**src/design/sstd_pkg.sv**
```systemverilog
package sstd_pkg;

  localparam logic [2:0] OP_INIT   = 3'd0;
  localparam logic [2:0] OP_TIME   = 3'd1;
  localparam logic [2:0] OP_DATE   = 3'd2;
  localparam logic [2:0] OP_INTENS = 3'd3;
  localparam logic [2:0] OP_OFF    = 3'd4;

  localparam logic [3:0] CODE_DASH  = 4'hA;
  localparam logic [3:0] CODE_BLANK = 4'hF;
  localparam logic [3:0] POS_INTENS = 4'hA;

  localparam logic [6:0]  MAX_2DIG = 7'd99;
  localparam logic [13:0] MAX_4DIG = 14'd9999;

  localparam logic [2:0] INIT_LAST_IDX = 3'd4;
  localparam logic [2:0] RUN_LAST_IDX  = 3'd7;

  typedef enum logic [2:0] {
    K_INIT   = 3'd0,
    K_TIME   = 3'd1,
    K_DATE   = 3'd2,
    K_INTENS = 3'd3,
    K_OFF    = 3'd4
  } kind_e;

  typedef struct packed {
    kind_e           kind;
    logic [7:0][3:0] codes;
  } entry_t;

  function automatic logic [9:0] div10_w14(input logic [13:0] v);
    logic [29:0] p;
    p = 30'(v) * 30'd52429;
    return p[28:19];
  endfunction

  function automatic logic [6:0] div10_w10(input logic [9:0] v);
    logic [17:0] p;
    p = 18'(v) * 18'd205;
    return p[17:11];
  endfunction

  function automatic logic [3:0] div10_w7(input logic [6:0] v);
    logic [14:0] p;
    p = 15'(v) * 15'd205;
    return p[14:11];
  endfunction

  function automatic logic [11:0] init_word(input logic [2:0] idx);
    logic [11:0] w;
    unique case (idx)
      3'd0:    w = 12'hC11;
      3'd1:    w = 12'hB17;
      3'd2:    w = 12'h9FF;
      3'd3:    w = 12'hA1F;
      default: w = 12'hF00;
    endcase
    return w;
  endfunction

  function automatic logic [3:0] time_pos(input logic [2:0] idx);
    logic [3:0] p;
    unique case (idx)
      3'd0:    p = 4'd6;
      3'd1:    p = 4'd3;
      3'd2:    p = 4'd8;
      3'd3:    p = 4'd7;
      3'd4:    p = 4'd5;
      3'd5:    p = 4'd4;
      3'd6:    p = 4'd2;
      default: p = 4'd1;
    endcase
    return p;
  endfunction

endpackage

```
**src/design/sstd_front.sv**
```systemverilog
module sstd_front (
  input  logic              clk_i,
  input  logic              rst_ni,
  input  logic              in_valid_i,
  output logic              in_ready_o,
  input  logic [2:0]        op_i,
  input  logic [6:0]        first_value_i,
  input  logic [6:0]        second_value_i,
  input  logic [13:0]       third_value_i,
  output logic              push_valid_o,
  input  logic              push_ready_i,
  output sstd_pkg::entry_t  push_entry_o
);

  typedef struct packed {
    sstd_pkg::kind_e kind;
    logic            keep;
    logic [3:0]      at;
    logic [3:0]      au;
    logic [3:0]      bt;
    logic [3:0]      bu;
    logic [3:0]      icode;
    logic [13:0]     c;
    logic [3:0]      r0;
    logic [3:0]      r1;
  } stage_t;

  logic   s1_v_q, s2_v_q, s3_v_q;
  stage_t s1_q, s2_q, s3_q;
  stage_t s1_d, s2_d, s3_d;
  logic   adv, s3_fire;

  logic [2:0]  op_sat;
  logic [6:0]  a_sat, b_sat;
  logic [9:0]  c1;
  logic [6:0]  c2;
  logic [3:0]  c3, r2;

  assign s3_fire    = s3_v_q && (!s3_q.keep || push_ready_i);
  assign adv        = !s3_v_q || s3_fire;
  assign in_ready_o = adv;

  always_comb begin
    op_sat = (op_i > sstd_pkg::OP_OFF) ? sstd_pkg::OP_OFF : op_i;
    a_sat  = (first_value_i > sstd_pkg::MAX_2DIG) ? sstd_pkg::MAX_2DIG : first_value_i;
    b_sat  = (second_value_i > sstd_pkg::MAX_2DIG) ? sstd_pkg::MAX_2DIG : second_value_i;
    s1_d       = '0;
    s1_d.keep  = 1'b1;
    s1_d.at    = sstd_pkg::div10_w7(a_sat);
    s1_d.au    = 4'(a_sat - 7'(s1_d.at) * 7'd10);
    s1_d.bt    = sstd_pkg::div10_w7(b_sat);
    s1_d.bu    = 4'(b_sat - 7'(s1_d.bt) * 7'd10);
    unique case (op_sat)
      sstd_pkg::OP_INIT: s1_d.kind = sstd_pkg::K_INIT;
      sstd_pkg::OP_TIME: begin
        s1_d.kind = sstd_pkg::K_TIME;
        s1_d.c    = (third_value_i > 14'(sstd_pkg::MAX_2DIG)) ?
                    14'(sstd_pkg::MAX_2DIG) : third_value_i;
      end
      sstd_pkg::OP_DATE: begin
        s1_d.kind = sstd_pkg::K_DATE;
        s1_d.c    = (third_value_i > sstd_pkg::MAX_4DIG) ? sstd_pkg::MAX_4DIG : third_value_i;
      end
      sstd_pkg::OP_INTENS: s1_d.kind = sstd_pkg::K_INTENS;
      default:             s1_d.kind = sstd_pkg::K_OFF;
    endcase
    unique case (first_value_i)
      7'd1:    s1_d.icode = 4'h1;
      7'd2:    s1_d.icode = 4'h4;
      7'd3:    s1_d.icode = 4'h8;
      7'd4:    s1_d.icode = 4'hD;
      default: begin
        s1_d.icode = 4'h0;
        if (op_sat == sstd_pkg::OP_INTENS) s1_d.keep = 1'b0;
      end
    endcase
  end

  always_comb begin
    s2_d    = s1_q;
    c1      = sstd_pkg::div10_w14(s1_q.c);
    s2_d.c  = 14'(c1);
    s2_d.r0 = 4'(s1_q.c - 14'(c1) * 14'd10);
  end

  always_comb begin
    s3_d    = s2_q;
    c2      = sstd_pkg::div10_w10(s2_q.c[9:0]);
    s3_d.c  = 14'(c2);
    s3_d.r1 = 4'(s2_q.c[9:0] - 10'(c2) * 10'd10);
  end

  always_comb begin
    c3 = sstd_pkg::div10_w7(s3_q.c[6:0]);
    r2 = 4'(s3_q.c[6:0] - 7'(c3) * 7'd10);
    push_entry_o.kind = s3_q.kind;
    unique case (s3_q.kind)
      sstd_pkg::K_TIME: push_entry_o.codes = {s3_q.r0, s3_q.r1, s3_q.bu, s3_q.bt,
                                              s3_q.au, s3_q.at, sstd_pkg::CODE_DASH,
                                              sstd_pkg::CODE_DASH};
      sstd_pkg::K_DATE: push_entry_o.codes = {s3_q.r0, s3_q.r1, r2, c3,
                                              s3_q.bu, s3_q.bt, s3_q.au, s3_q.at};
      sstd_pkg::K_INTENS: push_entry_o.codes = {28'h0, s3_q.icode};
      sstd_pkg::K_OFF:  push_entry_o.codes = {8{sstd_pkg::CODE_BLANK}};
      default:          push_entry_o.codes = '0;
    endcase
  end

  assign push_valid_o = s3_v_q && s3_q.keep;

  always_ff @(posedge clk_i or negedge rst_ni) begin
    if (!rst_ni) begin
      s1_v_q <= 1'b0;
      s2_v_q <= 1'b0;
      s3_v_q <= 1'b0;
    end else if (adv) begin
      s1_v_q <= in_valid_i;
      s2_v_q <= s1_v_q;
      s3_v_q <= s2_v_q;
    end
  end

  always_ff @(posedge clk_i) begin
    if (adv) begin
      s1_q <= s1_d;
      s2_q <= s2_d;
      s3_q <= s3_d;
    end
  end

endmodule

```
**src/design/sstd_queue.sv**
```systemverilog
module sstd_queue (
  input  logic              clk_i,
  input  logic              rst_ni,
  input  logic              push_valid_i,
  output logic              push_ready_o,
  input  sstd_pkg::entry_t  push_entry_i,
  output logic              head_valid_o,
  input  logic              pop_i,
  output sstd_pkg::entry_t  head_entry_o
);

  sstd_pkg::entry_t mem_q [2];
  logic             wr_ptr_q, rd_ptr_q;
  logic [1:0]       cnt_q;
  logic             push, pop;

  assign push_ready_o = (cnt_q != 2'd2);
  assign head_valid_o = (cnt_q != 2'd0);
  assign head_entry_o = mem_q[rd_ptr_q];
  assign push         = push_valid_i && push_ready_o;
  assign pop          = pop_i && head_valid_o;

  always_ff @(posedge clk_i or negedge rst_ni) begin
    if (!rst_ni) begin
      wr_ptr_q <= 1'b0;
      rd_ptr_q <= 1'b0;
      cnt_q    <= 2'd0;
    end else begin
      if (push) wr_ptr_q <= !wr_ptr_q;
      if (pop) rd_ptr_q <= !rd_ptr_q;
      cnt_q <= cnt_q + 2'(push) - 2'(pop);
    end
  end

  always_ff @(posedge clk_i) begin
    if (push) mem_q[wr_ptr_q] <= push_entry_i;
  end

endmodule

```
**src/design/sstd_back.sv**
```systemverilog
module sstd_back (
  input  logic              clk_i,
  input  logic              rst_ni,
  input  logic              head_valid_i,
  input  sstd_pkg::entry_t  head_entry_i,
  output logic              pop_o,
  output logic              out_valid_o,
  input  logic              out_ready_i,
  output logic [11:0]       display_word_o,
  output logic              last_word_o
);

  logic [2:0]  idx_q, idx_d;
  logic        ov_q;
  logic [11:0] word_q, word_d;
  logic        last_q, last_d;
  logic        fire;
  logic [3:0]  code, pos;
  logic        pt;

  assign fire = head_valid_i && (!ov_q || out_ready_i);
  assign code = head_entry_i.codes[idx_q];

  always_comb begin
    pt     = 1'b0;
    pos    = 4'd8 - 4'(idx_q);
    word_d = {pos, pt, 3'b000, code};
    last_d = (idx_q == sstd_pkg::RUN_LAST_IDX);
    unique case (head_entry_i.kind)
      sstd_pkg::K_INIT: begin
        word_d = sstd_pkg::init_word(idx_q);
        last_d = (idx_q == sstd_pkg::INIT_LAST_IDX);
      end
      sstd_pkg::K_TIME: word_d = {sstd_pkg::time_pos(idx_q), 4'b0000, code};
      sstd_pkg::K_DATE: begin
        pt     = (idx_q == 3'd1) || (idx_q == 3'd3);
        word_d = {pos, pt, 3'b000, code};
      end
      sstd_pkg::K_INTENS: begin
        word_d = {sstd_pkg::POS_INTENS, 4'b0000, code};
        last_d = 1'b1;
      end
      default: word_d = {pos, 4'b0000, code};
    endcase
    idx_d = last_d ? 3'd0 : idx_q + 3'd1;
  end

  assign pop_o          = fire && last_d;
  assign out_valid_o    = ov_q;
  assign display_word_o = word_q;
  assign last_word_o    = last_q;

  always_ff @(posedge clk_i or negedge rst_ni) begin
    if (!rst_ni) begin
      ov_q  <= 1'b0;
      idx_q <= 3'd0;
    end else if (fire) begin
      ov_q  <= 1'b1;
      idx_q <= idx_d;
    end else if (out_ready_i) begin
      ov_q  <= 1'b0;
    end
  end

  always_ff @(posedge clk_i) begin
    if (fire) begin
      word_q <= word_d;
      last_q <= last_d;
    end
  end

endmodule

```
**src/design/seven_segment_time_date_formatter_core.sv**
```systemverilog
// Seven-segment time/date formatter.
// Input channel (in_valid_i/in_ready_o): one command beat with op and three
// values. Output channel (out_valid_o/out_ready_i): one 12-bit driver word per
// beat, last_word_o set on the final word of each command's run.
// Runs: init 5 words, time 8, date 8, all off 8, intensity 1 word for levels
// 1-4 and none otherwise. Out-of-range op and values are saturated.
// The first word of a run passes through three digit-split stages, one queue
// slot and the output register.
// Throughput: the word emitter sends one word per cycle while the receiver is
// ready; the front pipeline and a 2-entry command queue keep taking commands
// while words drain.
// Receiver stall: the output register holds its word; the queue fills, then
// the front pipeline stops and in_ready_o drops.
// Reset: pipeline, queue and output register empty; no words pending.
module seven_segment_time_date_formatter_core (
  input  logic        clk_i,
  input  logic        rst_ni,
  input  logic        in_valid_i,
  output logic        in_ready_o,
  input  logic [2:0]  op_i,
  input  logic [6:0]  first_value_i,
  input  logic [6:0]  second_value_i,
  input  logic [13:0] third_value_i,
  output logic        out_valid_o,
  input  logic        out_ready_i,
  output logic [11:0] display_word_o,
  output logic        last_word_o
);

  logic             push_valid, push_ready, head_valid, pop;
  sstd_pkg::entry_t push_entry, head_entry;

  sstd_front u_front (
    .clk_i          (clk_i),
    .rst_ni         (rst_ni),
    .in_valid_i     (in_valid_i),
    .in_ready_o     (in_ready_o),
    .op_i           (op_i),
    .first_value_i  (first_value_i),
    .second_value_i (second_value_i),
    .third_value_i  (third_value_i),
    .push_valid_o   (push_valid),
    .push_ready_i   (push_ready),
    .push_entry_o   (push_entry)
  );

  sstd_queue u_queue (
    .clk_i        (clk_i),
    .rst_ni       (rst_ni),
    .push_valid_i (push_valid),
    .push_ready_o (push_ready),
    .push_entry_i (push_entry),
    .head_valid_o (head_valid),
    .pop_i        (pop),
    .head_entry_o (head_entry)
  );

  sstd_back u_back (
    .clk_i          (clk_i),
    .rst_ni         (rst_ni),
    .head_valid_i   (head_valid),
    .head_entry_i   (head_entry),
    .pop_o          (pop),
    .out_valid_o    (out_valid_o),
    .out_ready_i    (out_ready_i),
    .display_word_o (display_word_o),
    .last_word_o    (last_word_o)
  );

endmodule

```
**config.mk**
```make
export PLATFORM = sky130hd
export DESIGN_NAME = seven_segment_time_date_formatter_core
export DESIGN_NICKNAME = d
export VERILOG_FILES = /design/src/design/sstd_pkg.sv /design/src/design/sstd_front.sv /design/src/design/sstd_queue.sv /design/src/design/sstd_back.sv /design/src/design/seven_segment_time_date_formatter_core.sv
export SDC_FILE = /design/constraint.sdc
export NUM_CORES = 1
export LEC_CHECK = 0
export BUFFER_PORTS_ARGS = -buffer_cell sky130_fd_sc_hd__buf_4
export CAP_MARGIN = 20
export CORE_UTILIZATION = 44
export CTS_CLUSTER_SIZE = 20
export DETAILED_ROUTE_END_ITERATION = 7
export GPL_ROUTABILITY_DRIVEN = 0
export SYNTH_ARGS = -nofsm -noshare
export SYNTH_HDL_FRONTEND = slang
export SYNTH_SLANG_ARGS = --single-unit
export TNS_END_PERCENT = 10
```
**constraint.sdc**
```tcl
create_clock -name clk_i -period 6.3 [get_ports clk_i]
set_clock_uncertainty 0.05 [all_clocks]
set_input_delay 0.315 -clock clk_i [delete_from_list [all_inputs] [get_ports clk_i]]
set_output_delay 0.315 -clock clk_i [all_outputs]
set_load 0.01 [all_outputs]
```
==> metrics <==
compound-gate portion of the synthesized area=under 10%; CP arrival=6.17 ns; shortest period the worst path allows=5.960 ns; ant diodes=0; Min-Delay Startpoint=third_value_i[2]; area of the mapped netlist=between 15000 and 20000 um2; buffer and inverter count on the worst path=4; Clock Sinks=205; main combinational cell family by area after synthesis=adder cells; sum of negative setup slack=0 ns; DRC Markers=0; final hold slack=roughly 0.033 ns; number of warnings issued by yosys=0; top cell types by occurrence after synthesis=sky130_fd_sc_hd__ha_1 (260), sky130_fd_sc_hd__inv_1 (227), sky130_fd_sc_hd__edfxtp_1 (194); worst skew pair latency=~0.51 ns; placed instance area=16440 um2; area of all placed cells without fillers=17290 um2; DP HPWL=around 22000 um; delay of the slowest cell on the worst path=approximately 0.64 ns; Yosys top cell by area=sky130_fd_sc_hd__edfxtp_1; buffer cell driving the clock tree root=sky130_fd_sc_hd__clkbuf_16; Initial Utilization=between 40% and 50%; share of post-route cells with drive strength above 1=between 10% and 20%; filler cell count in the final layout=3055; wire length per cell after detailed routing=about 15 um; die area=36090 um2; register-to-register setup slack=between 0.3 and 0.4 ns; register clock-pin slew on the reported worst setup and hold paths=roughly 0.060 ns; most common cell in the synthesized netlist=sky130_fd_sc_hd__ha_1; cell with the biggest individual delay on the critical path=sky130_fd_sc_hd__fa_1; Yosys top cell area share=between 30% and 40%; RR Endpoint=u_front.s2_q[7]; worst hold path endpoint=u_front.s1_q[10]; post-route ant nets=0; kind of cell adding the most delay to the critical path=adder cells; Cells on Worst Hold Path=3; Simple-Gate Fraction of Synth Area=6.389%; final slew viol count=0; area taken by multi-input logic gates=about 8500 um2; post-synthesis cell count=between 1000 and 1500; global-route usage over all layers=15.94%; via count of the first global-routing pass=9413; Top-Level Pins=50; number of buffers created by CTS=24; footprint of the flip-flops and latches=approximately 6100 um2; launching element type of the critical path=flop; pin count of the biggest net entering global routing=between 60 and 70; Reg-to-Reg Start=u_front.s1_q[20]; sort of element at the end of the critical path=flop; highest clock frequency the design can meet=between 0.15 and 0.2 GHz; global-route wire length before repair=about 46000 um; Max-cap violations=0; proportion of register bits with asynchronous set or reset after synthesis=under 10%; average footprint of a synthesized cell=12.13 um2; Layout area overhead=11.18%; Register-to-Register Path Depth=18; Util after Layout=roughly half; Total Nets Final=1745; status=completed; adder-cell share of the synthesized area=about 34%; port bufs=between 40 and 50; number of enable flip-flop cells after synthesis=between 150 and 200; Post-Route WL=roughly 27000 um; relative max-transition margin=roughly 42%; count of final setup violators=0; level count of the clock H-tree=1; Cell Chain, Critical Path=inv_1 -> ha_1 -> fa_1 -> fa_1 -> fa_1 -> inv_1 -> fa_1 -> inv_1 -> fa_1 -> inv_1 -> ha_1 -> a2111o_1 -> o22ai_2 -> xnor2_2 -> ha_1 -> fa_1 -> xnor2_1 -> xnor3_1; initial detailed-routing violation count=460; path class of the lowest-slack min-delay path=input pin to flop; peak fanout along the critical path=5; post-synth net total=roughly 1700; setup repair after global routing missed its margin=no; Remaining Overflow, GRT=0; detailed-route via count=9128; Detailed Routing Iterations Pass 1=4; Critical Path Most Common Cell=sky130_fd_sc_hd__fa_1; crit share post-route=between 90% and 100%; dominant register cell in the synthesized netlist=sky130_fd_sc_hd__edfxtp_1; post-detailed-route via-to-cell ratio=about 5; library cells used by synthesis=72; required time worst endpoint=roughly 6.5 ns; Die H=around 190 um; worst-margin pin slew=0.8670 ns; synthesized-area fraction occupied by xor and xnor cells=3.404%; CTS tree=yes; row cnt=~70; number of storage elements in the synthesis netlist=205; area of the placeable core=between 30000 and 40000 um2; Final Hold Viols=0; mux contribution to synthesized area=around 3.4%; Clock Tree Buf Depth=3; largest cells by area after synthesis=sky130_fd_sc_hd__edfxtp_1 (37%), sky130_fd_sc_hd__ha_1 (21%), sky130_fd_sc_hd__fa_1 (13%), sky130_fd_sc_hd__inv_1 (5.5%), sky130_fd_sc_hd__mux4_2 (2.5%); antenna violations before repair=0; sequential fraction of the synthesis area=39.24%; x dimension of the die=about 190 um; CP Class=flop to flop
[layer usage]
metal | wire [um] | vias up | GRT usage (%)
met3 | 720 | 47 | 1.402
met5 | 0 | - | 0
met2 | 13200 | 148 | 27.23
met4 | 765 | 0 | 4.839
li1 | - | 4611 | -
met1 | 12740 | 4322 | 21.46
[cell usage in the layout (no fill, tap or decap), types with 5 or more instances in the layout]
cell type / count
sky130_fd_sc_hd__o21a_1: 12
sky130_fd_sc_hd__nand4_1: 7
sky130_fd_sc_hd__clkinv_1: 5
sky130_fd_sc_hd__a31oi_1: 6
sky130_fd_sc_hd__nor2b_1: 17
sky130_fd_sc_hd__fa_1: 100
sky130_fd_sc_hd__a21oi_1: 37
sky130_fd_sc_hd__nand2_1: 56
sky130_fd_sc_hd__nand2b_1: 12
sky130_fd_sc_hd__o21bai_1: 5
sky130_fd_sc_hd__nor3_1: 15
sky130_fd_sc_hd__xnor2_1: 40
sky130_fd_sc_hd__edfxtp_1: 194
sky130_fd_sc_hd__clkbuf_16: 25
sky130_fd_sc_hd__o21ai_0: 38
sky130_fd_sc_hd__dfrtp_1: 11
sky130_fd_sc_hd__xor2_1: 15
sky130_fd_sc_hd__o31ai_1: 5
sky130_fd_sc_hd__buf_4: 63
sky130_fd_sc_hd__mux4_2: 17
sky130_fd_sc_hd__or2_2: 8
sky130_fd_sc_hd__nor2_1: 42
sky130_fd_sc_hd__inv_1: 227
sky130_fd_sc_hd__ha_1: 260
sky130_fd_sc_hd__mux2i_1: 10
sky130_fd_sc_hd__nand3_1: 6
sky130_fd_sc_hd__a21o_1: 12
sky130_fd_sc_hd__a22oi_1: 12
sky130_fd_sc_hd__and2_1: 11
[per-stage QoR]
step	worst slack, ns	std cells
after floorplan	0.5545	1282
after global placement	0.3348	1766
after detailed placement	0.2193	1766
after CTS	0.2117	1810
after global routing	0.02848	1819
final	0.3404	1819
[sequential cells by signal, indices dropped and copies added (netlist names), 2 cells and up]
signal and flops:
u_queue.cnt_q 2, u_front.s3_q 35, u_front.push_entry_o 3, u_back.display_word_o 11, u_back.idx_q 3, u_queue.mem_q 70, u_front.s1_q 37, u_front.s2_q 37
[final cells by class]
class	count	share of cell area, %
multi-input cells	822	49.24
repair buffers	68	3.127
clock inverters	13	0.4126
clock buffers	27	3.662
flip-flops and latches	205	35.29
well taps	455	3.293
inverters	229	4.972
[worst max path at each step]
stage,endpoint,slack [ns],startpoint,cells past startpoint
after floorplan,u_front.s2_q[7],0.55,u_front.s1_q[14],19
after global routing,u_front.s2_q[7],0.03,u_front.s1_q[14],19
after detailed placement,u_front.s2_q[7],0.22,u_front.s1_q[16],18
final,u_front.s2_q[7],0.34,u_front.s1_q[20],18
after CTS,u_front.s2_q[7],0.21,u_front.s1_q[16],18
after global placement,u_front.s2_q[7],0.33,u_front.s1_q[16],18
[worst register-to-register path, cell delays in order, from the launching register on]
cell and delay [ns]:
sky130_fd_sc_hd__edfxtp_1 0.40, sky130_fd_sc_hd__inv_1 0.07, sky130_fd_sc_hd__ha_1 0.33, sky130_fd_sc_hd__fa_1 0.64, sky130_fd_sc_hd__fa_1 0.47, sky130_fd_sc_hd__fa_1 0.55
sky130_fd_sc_hd__inv_1 0.05, sky130_fd_sc_hd__fa_1 0.50, sky130_fd_sc_hd__inv_1 0.05, sky130_fd_sc_hd__fa_1 0.50, sky130_fd_sc_hd__inv_1 0.04, sky130_fd_sc_hd__ha_1 0.35
sky130_fd_sc_hd__a2111o_1 0.40, sky130_fd_sc_hd__o22ai_2 0.21, sky130_fd_sc_hd__xnor2_2 0.11, sky130_fd_sc_hd__ha_1 0.20, sky130_fd_sc_hd__fa_1 0.37, sky130_fd_sc_hd__xnor2_1 0.17
sky130_fd_sc_hd__xnor3_1 0.23
[logic make-up after synthesis]
| group | Yosys count |
|---|---|
| buffers and inverters | 255 |
| adders and majority gates | 360 |
| DFF | 205 |
| AOI/OAI and AO/OA | 174 |
| and+or+nand+nor | 199 |
| xor gates and xnor gates | 58 |
| muxes | 31 |
[what timing repair did]
item	4_1_cts	5_1_grt
setup endpoints to repair	0	1
hold buffers	4	0
resized for setup	0	2
hold endpoints to repair	14	0
setup buffers	0	7
Power is left out: the tool's default activity adds up to more than one toggle a clock period on the data nets, which glitch-free logic cannot reach.
